$ cat src/rtl/core/stks_pkg.sv
// Shared types and constants for the streaming top-k selector.
// Depends on nothing; every other file of the block imports it.
`timescale 1ns / 1ps
`default_nettype none

package stks_pkg;

	localparam int MAX_KEEP    = 16;
	localparam int INDEX_WIDTH = 24;
	localparam int SCORE_WIDTH = 32;
	localparam int RANK_WIDTH  = 4;
	localparam int KEEP_WIDTH  = 5;
	localparam int CNT_WIDTH   = $clog2(MAX_KEEP + 1);

	localparam logic [KEEP_WIDTH-1:0] KEEP_RESET = KEEP_WIDTH'(5);

	typedef struct packed {
		logic [SCORE_WIDTH-1:0] candidate_score;
		logic [INDEX_WIDTH-1:0] candidate_index;
		logic                   end_of_set;
	} cand_t;

	typedef struct packed {
		logic [SCORE_WIDTH-1:0] result_score;
		logic [INDEX_WIDTH-1:0] result_index;
		logic [RANK_WIDTH-1:0]  result_rank;
		logic                   last_result;
	} result_t;

	// controller to datapath
	typedef struct packed {
		logic insert;
		logic load;
	} dp_cmd_t;

	// datapath to controller
	typedef struct packed {
		logic out_free;
		logic last_entry;
	} dp_sts_t;

endpackage

`default_nettype wire

$ cat src/rtl/core/stks_ctrl.sv
// Controller for the top-k selector: accept candidates, then sequence emission.
// Depends on stks_pkg for the command and status structs.
`timescale 1ns / 1ps
`default_nettype none

module stks_ctrl
	import stks_pkg::*;
(
	input  wire logic    clk,
	input  wire logic    arst_n,
	input  wire logic    in_valid,
	input  wire logic    end_of_set,
	output logic         in_stall,
	output dp_cmd_t      cmd,
	input  wire dp_sts_t sts
);

	localparam logic ST_COLLECT = 1'b0;
	localparam logic ST_EMIT    = 1'b1;

	logic state_q;
	logic state_d;

	assign in_stall = (state_q == ST_EMIT);

	always_comb begin
		state_d    = state_q;
		cmd.insert = 1'b0;
		cmd.load   = 1'b0;
		unique case (state_q)
			ST_COLLECT: begin
				cmd.insert = in_valid;
				if (in_valid && end_of_set) begin
					state_d = ST_EMIT;
				end
			end
			ST_EMIT: begin
				cmd.load = sts.out_free;
				if (sts.out_free && sts.last_entry) begin
					state_d = ST_COLLECT;
				end
			end
			default: state_d = ST_COLLECT;
		endcase
	end

	always_ff @(posedge clk or negedge arst_n) begin
		if (!arst_n) begin
			state_q <= ST_COLLECT;
		end else begin
			state_q <= state_d;
		end
	end

endmodule

`default_nettype wire

$ cat src/rtl/core/stks_datapath.sv
// Datapath for the top-k selector: keep-count register, sorted compare-and-shift
// row, live count, rank counter and output register. Depends on stks_pkg.
`timescale 1ns / 1ps
`default_nettype none

module stks_datapath
	import stks_pkg::*;
(
	input  wire logic                  clk,
	input  wire logic                  arst_n,
	input  wire logic                  cfg_we,
	input  wire logic [KEEP_WIDTH-1:0] cfg_data,
	input  wire cand_t                 cand,
	input  wire dp_cmd_t               cmd,
	output dp_sts_t                    sts,
	output logic                       out_valid,
	input  wire logic                  out_stall,
	output result_t                    out_data
);

	logic [KEEP_WIDTH-1:0]  keep_q;
	logic [CNT_WIDTH-1:0]   keep_eff;
	logic [CNT_WIDTH-1:0]   live_q;
	logic [CNT_WIDTH-1:0]   live_eff;
	logic [CNT_WIDTH-1:0]   live_ins;
	logic [RANK_WIDTH-1:0]  rank_q;
	logic [SCORE_WIDTH-1:0] score_q [MAX_KEEP];
	logic [INDEX_WIDTH-1:0] index_q [MAX_KEEP];
	logic [MAX_KEEP-1:0]    wins;
	logic                   out_valid_q;
	result_t                out_q;

	function automatic logic beats(input logic [SCORE_WIDTH-1:0] sa,
			input logic [INDEX_WIDTH-1:0] ia, input logic [SCORE_WIDTH-1:0] sb,
			input logic [INDEX_WIDTH-1:0] ib);
		beats = (sa < sb) || ((sa == sb) && (ia < ib));
	endfunction

	// clamp keep count into 1..MAX_KEEP
	always_comb begin
		if (keep_q == '0) begin
			keep_eff = CNT_WIDTH'(1);
		end else if (32'(keep_q) > MAX_KEEP) begin
			keep_eff = CNT_WIDTH'(MAX_KEEP);
		end else begin
			keep_eff = CNT_WIDTH'(keep_q);
		end
	end

	assign live_eff = (live_q > keep_eff) ? keep_eff : live_q;
	assign live_ins = (live_eff < keep_eff) ? live_eff + CNT_WIDTH'(1) : live_eff;

	// slots past the live end count as beaten, so the win vector is a thermometer
	always_comb begin
		for (int i = 0; i < MAX_KEEP; i++) begin
			wins[i] = (CNT_WIDTH'(i) >= live_eff) ||
				beats(cand.candidate_score, cand.candidate_index, score_q[i], index_q[i]);
		end
	end

	assign sts.out_free   = !out_valid_q || !out_stall;
	assign sts.last_entry = (live_q == CNT_WIDTH'(1));

	// list row: insert by shift on a candidate, shift towards the head on emission
	always_ff @(posedge clk) begin
		if (cmd.insert) begin
			if (wins[0]) begin
				score_q[0] <= cand.candidate_score;
				index_q[0] <= cand.candidate_index;
			end
			for (int i = 1; i < MAX_KEEP; i++) begin
				if (wins[i-1]) begin
					score_q[i] <= score_q[i-1];
					index_q[i] <= index_q[i-1];
				end else if (wins[i]) begin
					score_q[i] <= cand.candidate_score;
					index_q[i] <= cand.candidate_index;
				end
			end
		end else if (cmd.load) begin
			for (int i = 0; i < MAX_KEEP - 1; i++) begin
				score_q[i] <= score_q[i+1];
				index_q[i] <= index_q[i+1];
			end
		end
	end

	always_ff @(posedge clk) begin
		if (cmd.load) begin
			out_q.result_score <= score_q[0];
			out_q.result_index <= index_q[0];
			out_q.result_rank  <= rank_q;
			out_q.last_result  <= sts.last_entry;
		end
	end

	always_ff @(posedge clk or negedge arst_n) begin
		if (!arst_n) begin
			keep_q      <= KEEP_RESET;
			live_q      <= '0;
			rank_q      <= '0;
			out_valid_q <= 1'b0;
		end else begin
			if (cfg_we) begin
				keep_q <= cfg_data;
			end
			if (cmd.insert) begin
				live_q <= live_ins;
			end else if (cmd.load) begin
				live_q <= live_q - CNT_WIDTH'(1);
			end
			if (cmd.load) begin
				rank_q <= sts.last_entry ? '0 : rank_q + RANK_WIDTH'(1);
			end
			if (cmd.load) begin
				out_valid_q <= 1'b1;
			end else if (!out_stall) begin
				out_valid_q <= 1'b0;
			end
		end
	end

	assign out_valid = out_valid_q;
	assign out_data  = out_q;

endmodule

`default_nettype wire

$ cat src/rtl/core/streaming_top_k_selector.sv
// Streaming top-k selector: one candidate transaction per cycle while collecting.
// After the end-of-set transaction the list row drains through the output register,
// one result per cycle without output stall; input stalls while the emission
// sequencer drains the list row.
// Reset (arst_n, asynchronous): empty list, keep_count 5, no result pending.
// Depends on stks_pkg, stks_ctrl and stks_datapath.
`timescale 1ns / 1ps
`default_nettype none

module streaming_top_k_selector
	import stks_pkg::*;
(
	input  wire logic                  clk,
	input  wire logic                  arst_n,
	// configuration: keep_count, written whenever cfg_we is high
	input  wire logic                  cfg_we,
	input  wire logic [KEEP_WIDTH-1:0] cfg_data,
	// candidate channel
	input  wire logic                  in_valid,
	output logic                       in_stall,
	input  wire cand_t                 in_data,
	// result channel
	output logic                       out_valid,
	input  wire logic                  out_stall,
	output result_t                    out_data
);

	dp_cmd_t cmd;
	dp_sts_t sts;

	// Controller: take candidates while collecting; after the end of a set,
	// advance one list entry into the output register each time it frees up,
	// and hold the input until the final entry has been loaded.
	stks_ctrl u_ctrl (
		.clk        (clk),
		.arst_n     (arst_n),
		.in_valid   (in_valid),
		.end_of_set (in_data.end_of_set),
		.in_stall   (in_stall),
		.cmd        (cmd),
		.sts        (sts)
	);

	// Datapath: the sorted row inserts a candidate by
	// comparing it against every entry in parallel and shifting worse entries
	// down; entries falling off the end drop. Emission shifts the row towards
	// the head, so the best remaining entry always sits in slot zero.
	stks_datapath u_datapath (
		.clk       (clk),
		.arst_n    (arst_n),
		.cfg_we    (cfg_we),
		.cfg_data  (cfg_data),
		.cand      (in_data),
		.cmd       (cmd),
		.sts       (sts),
		.out_valid (out_valid),
		.out_stall (out_stall),
		.out_data  (out_data)
	);

endmodule

`default_nettype wire

$ cat config.mk
export PLATFORM = sky130hd
export DESIGN_NAME = streaming_top_k_selector
export DESIGN_NICKNAME = d
export VERILOG_FILES = /design/src/rtl/core/stks_pkg.sv /design/src/rtl/core/stks_ctrl.sv /design/src/rtl/core/stks_datapath.sv /design/src/rtl/core/streaming_top_k_selector.sv
export SDC_FILE = /design/constraint.sdc
export NUM_CORES = 2
export LEC_CHECK = 0
export ABC_CLOCK_PERIOD_IN_PS = 7300
export BUFFER_PORTS_ARGS = -buffer_cell sky130_fd_sc_hd__clkbuf_2
export CAP_MARGIN = 20
export CORE_MARGIN = 2
export CORE_UTILIZATION = 55
export CTS_CLUSTER_DIAMETER = 30
export DETAILED_ROUTE_END_ITERATION = 10
export PLACE_DENSITY = 0.79
export REMOVE_ABC_BUFFERS = 1
export SYNTH_ARGS = -nofsm -noshare
export SYNTH_HDL_FRONTEND = slang
export SYNTH_SLANG_ARGS = --single-unit
$ cat constraint.sdc
create_clock -name clk -period 7.3 [get_ports clk]
set_input_delay 0.73 -clock clk [delete_from_list [all_inputs] [get_ports clk]]
set_output_delay 0.73 -clock clk [all_outputs]
set_load 0.05 [all_outputs]
# [Word-level counts from Yosys, hierarchy flattened]
# Memories as Yosys holds them, arrays and structs flattened.
# Index checks and enable logic that the tools add are counted.
[word_totals] register_bits=77 mem_bits_rw=896 output_inout_bits=63 elab_cells=367 mem_count=2
[memory_table] name="u_datapath.score_q" words=16 width=32 read_ports=16 rd_ports_with_merged_regs=0 write_ports=16 line_no="stks_datapath.sv:27" rtl="logic [SCORE_WIDTH-1:0] score_q [MAX_KEEP];"
[memory_table] name="u_datapath.index_q" words=16 width=24 read_ports=16 rd_ports_with_merged_regs=0 write_ports=16 line_no="stks_datapath.sv:28" rtl="logic [INDEX_WIDTH-1:0] index_q [MAX_KEEP];"
[op_classes] addsub=3 order_cmp=51 n_eq_ne=18 n_mux=168 bitwise_logic=61 reduce_logical=55
[op_table] operator="$mux W32" count=30
[op_table] operator="$mux W24" count=30
[op_table] operator="$eq A32 B32 Y1" count=16
[op_table] operator="$lt A32 B32 Y1" count=16
[op_table] operator="$lt A24 B24 Y1" count=16
[op_table] operator="$mux W1" count=100
[op_table] operator="$or A1 B1 Y1" count=60
[op_table] operator="$ge A4 B5 Y1 const A" count=8
[op_table] operator="$logic_or A1 B1 Y1" count=33
[op_table] operator="$mux W5" count=6
[op_table] operator="$ge A3 B5 Y1 const A" count=4
[op_table] operator="$logic_and A1 B1 Y1" count=18
[op_table] operator="$ge A1 B5 Y1 const A" count=2
[op_table] operator="$ge A2 B5 Y1 const A" count=2
[op_table] operator="$add A5 B1 Y5 const B" count=1
[op_table] operator="$eq A5 B1 Y1 const B" count=1
[op_table] operator="$gt A5 B5 Y1" count=1
[op_table] operator="$gt A5 B5 Y1 const B" count=1
[op_table] operator="$logic_not A5 Y1" count=1
[op_table] operator="$lt A5 B5 Y1" count=1
[op_table] operator="$sub A5 B1 Y5 const B" count=1
[op_table] operator="$add A4 B1 Y4 const B" count=1
[op_table] operator="$mux W4" count=1
[op_table] operator="$logic_not A1 Y1" count=2
[op_table] operator="other kinds (4)" count=4

# [Longest topological paths before layout]
[depth] depth_word=13 ltp_mapped=18

# [Cells and area by module]
# From an unflattened synthesis, not the netlist that was laid out.
[hier_totals] hier_cells=7335 area_unflattened_um2=71327.2
[modules_own_cells] module="stks_datapath" n_inst=1 cells_per_inst=7330 area_per_inst_um2=71270.9 seq_area_each_um2=29115.4
[modules_own_cells] module="stks_ctrl" n_inst=1 cells_per_inst=5 area_per_inst_um2=56.3 seq_area_each_um2=25.0

# [Worst setup path after synthesis]
# OpenSTA, ideal clock, no wires.
[synth_timing] path_type="in2reg" startpoint="in in_data[25] (netlist bit)" endpoint="mem u_datapath.index_q[10][0] (netlist: u_datapath.index_q[1][48]) (enable)" t_arrival_ns=6.766 required_time_ns=6.753 setup_slack_ns=-0.013 path_stages=12 n_path_buf=3 cell_sequence="clkbuf_1 > inv_1 > ha_1 > nand2_1 > nor3_1 > nand2_1 > a2111oi_0 > a221oi_1 > buf_2 > buf_2 > nor3b_1 > o21ai_0"
[synth_rtl] item="start: declaration" line_no="streaming_top_k_selector.sv:21" rtl="input wire cand_t in_data,"
[synth_rtl] item="end: declaration" line_no="stks_datapath.sv:28"

==> results by group <==
Power
  – Power per standard cell area: 477.1 nW/um2
  – Total chip power: 37.39 mW
  – Peak supply drop: 0.0004374 V
  – Leakage: 33.16 nW

Worst setup path
  – R2R cell count: 18
  – Crit path launch type: flop
  – Max FO, Critical Path: 56
  – Arr. time, crit path: 6.12 ns
  – Data required, critical path: 7.61 ns
  – CP Class: reg2reg
  – Crit. End Element: flop

Yosys
  – Asr flop ratio synth: 1.644%
  – Netlist cell types: 82
  – Seq cells post-synth: 973
  – Synth Flop Type: edfxtp_1
  – Register area share after synthesis: 43.09%
  – Area leader, netlist: edfxtp_1
  – Yosys warnings: 0
  – Area contributors post-synth: edfxtp_1 (42%), ha_1 (17%), nand2_1 (5.4%)
  – Syn avg cell area: 9.759 um2
  – Netlist Area Pre-Place: 67,630 um2
  – Syn Inst Count: 6,930
  – Synth top area share: 42.49%
  – EDFF count, synth: 957

Place
  – Hpwl dp: 158,700 um
  – Port Buffers: 129
  – Placed Area: 69,790 um2
  – Routability Congestion: 1.039

Route
  – Vias/cell: 6.866
  – WL final: 240,700 um
  – Avg WL per Cell: 27.22 um
  – WL met1: 86,920 um
  – Routed vias: 60,714
  – Routed met2 length: 103,300 um
  – Top Layer Used: met5
  – WL met3: 32,280 um
  – DRT antenna net count: 0
  – First-pass detailed-route iteration total: 9
  – DR DRC count: 0
  – Initial drt markers: 9,469

STA
  – Worst Skew: 0.04090 ns
  – Worst slew pin tran: 1.463 ns
  – Count of final hold-check violations: 0
  – Max-slew violation count: 0
  – TNS Setup: 0 ns
  – Max_slew headroom: 1.598%
  – Fmax: 172.1 MHz
  – RSZ-0062 raised after global routing: false
  – WHS: 0.1049 ns
  – Tmin final: 5.811 ns
  – # setup viols final: 0
  – Final Cycle Share: 79.60%

Clock tree
  – Worst-skew pair later-pin latency: 0.87 ns
  – CTS tree: done
  – Num CTS Buffers: 236
  – Root Driver: clkbuf_16
  – Clk pin slew, worst setup/hold paths: 0.05 ns
  – H-tree depth: 4
  – Max clock buf depth: 3
  – Sink Count: 973

Floorplan
  – Die Y-Extent: 354.7 um
  – I/O pin count: 130
  – Initial Util: 55.49%
  – FP Rows: 128
  – DIE WIDTH: 354.7 um
  – Core area: 121,900 um2
  – Die Area: 125,800 um2

Global routing
  – Largest net degree at the start of global routing: 222
  – First-pass GRT wire length: 356,400 um
  – GRT Total Usage: 37.08%
  – Congestion Overflow GR: 0
  – Vias in the first global route: 59,428
  – Initial antenna violation count: 14

Worst hold path
  – Hold depth: 2
  – HP Class: in2reg

Layout
  – Design area: 78,360 um2
  – Share of layout cells above drive strength 1: 10.37%
  – Fillers: 9,221
  – Storage cell area: 29,140 um2
  – Layout Area Growth over Synthesis: 15.86%
  – Core Util, Final: 64.29%
  – Nets@finish: 7,963
  – Multi-input logic area: 33,550 um2

Run
  – Max-Cap Viols: 0

Status
  – Status: completed
[critical path, cell delays in order (launching register included)]
cell and delay, ns:
dfrtp_1 0.48, inv_1 0.16, nand2_1 0.18, ha_1 0.38, nand4_1 0.15, o221ai_2 0.25, nand2_2 0.20, o21ai_2 0.54
inv_1 0.10, ha_1 0.30, a221o_1 0.29, o41ai_2 0.05, buf_4 0.23, a21oi_1 0.16, a211oi_4 0.29, buf_4 0.34
nor2_1 0.07, nor2_1 0.32, nand2_4 0.62
[per-layer routing]
| layer | vias to the layer above | GRT usage [%] |
|---|---|---|
| li1 | 26140 | - |
| met1 | 28850 | 46.44 |
| met2 | 4764 | 55.18 |
| met3 | 942 | 11.01 |
| met4 | 18 | 25.53 |
| met5 | - | 0 |
[cell type report]
class	count	share of cell area, %
Multi-Input combinational cell	4622	42.82
Sequential cell	973	37.19
Clock buffer	269	7.837
Inverter	921	4.421
Clock inverter	181	2.834
Tap cell	1625	2.595
Timing Repair Buffer	247	2.288
Antenna cell	5	0.01597
[power breakdown]
part	switching (mW)	total [mW]	internal [mW]	leakage, nW
clock network	3.59	11.1	7.48	4.04
registers	1.56	11.3	9.74	9.75
logic	10.3	15.0	4.67	19.4
[path summary, 6_finish.rpt]
kind                                                     from                              endpoint  slack, ns
max                          u_datapath.keep_q[4]$_DFFE_PN0P_  u_datapath.score_q[0][162]$_DFFE_PP_       1.49
min                                               cfg_data[3]      u_datapath.keep_q[3]$_DFFE_PN0P_       0.10
max reg2reg                  u_datapath.keep_q[4]$_DFFE_PN0P_  u_datapath.score_q[0][162]$_DFFE_PP_       1.49
min reg2reg                u_datapath.score_q[0][8]$_DFFE_PP_     u_datapath.out_data[37]$_DFFE_PP_       0.47
max in group asynchronous                              arst_n      u_datapath.keep_q[2]$_DFFE_PN1P_       6.62
min in group asynchronous                              arst_n      u_datapath.rank_q[3]$_DFFE_PN0P_       0.33
[registers in the layout, indices dropped and copies added (netlist names)]
register	count
u_datapath.out_valid	1
u_datapath.index_q	384
u_datapath.keep_q	5
u_datapath.rank_q	4
u_datapath.live_q	5
u_datapath.out_data	61
u_datapath.score_q	512
u_ctrl.in_stall	1
[through the flow]
step	std cells	setup WS (ns)
finish	8843	1.489
global route	8838	1.106
CTS	8826	1.349
detailed placement	8375	0.4610
global placement	8370	0.4544
floorplan	6516	-23.99
[Yosys cell counts (all sizes together) (18+ instances only)]
master	n
nand2	982
edfxtp	957
inv	920
ha	895
o21ai	480
o221ai	328
a21oi	295
clkbuf	290
nor2	261
nand4	159
a21o	148
buf	124
a221o	123
a22oi	112
a32oi	112
nor3	101
mux2	61
nand3	61
o311ai	57
o2bb2ai	55
a211oi	46
nor2b	39
and2	38
o211ai	32
nand2b	23
a2111oi	22
nor4	21
mux2i	18
o21a	18
[cells by family (layout without fill, tap and decap cells)]
logic type	count (synthesis)	after routing	share of synthesized area [%]
and+or+nand+nor	1732	1732	11.23
AOI/OAI and AO/OA	1909	1909	20.03
xor gates and xnor gates	7	7	0.09065
buffers and inverters	1335	1618	7.704
DFF	973	973	43.09
other	0	5	0
adders and majority gates	895	895	16.56
muxes	79	79	1.301
[placed cells by master (no fill, tap or decap), types with 43 or more instances in the layout]
master,synthesis,final
o21ai_0,408,406
a21oi_1,295,295
buf_4,4,89
nor2_1,261,259
nand2_1,981,964
a221o_1,123,122
clkbuf_16,0,237
nand4_1,159,159
a211oi_1,43,43
ha_1,895,895
o21ai_1,69,69
o2bb2ai_1,55,55
inv_1,919,919
clkbuf_2,0,130
o221ai_1,327,327
clkinv_2,0,52
a21o_1,148,148
o311ai_0,57,57
nand3_1,61,59
a22oi_1,112,112
nor3_1,101,97
edfxtp_1,957,957
a32oi_1,112,112
[what timing repair did]
action	4_1_cts	5_1_grt
resized for setup	0	0
endpoints found under the hold margin	14	0
setup buffers	0	0
hold buffers	1	0
endpoints found under the setup margin	0	0
Note: power is estimated with default switching activity, not from simulation.
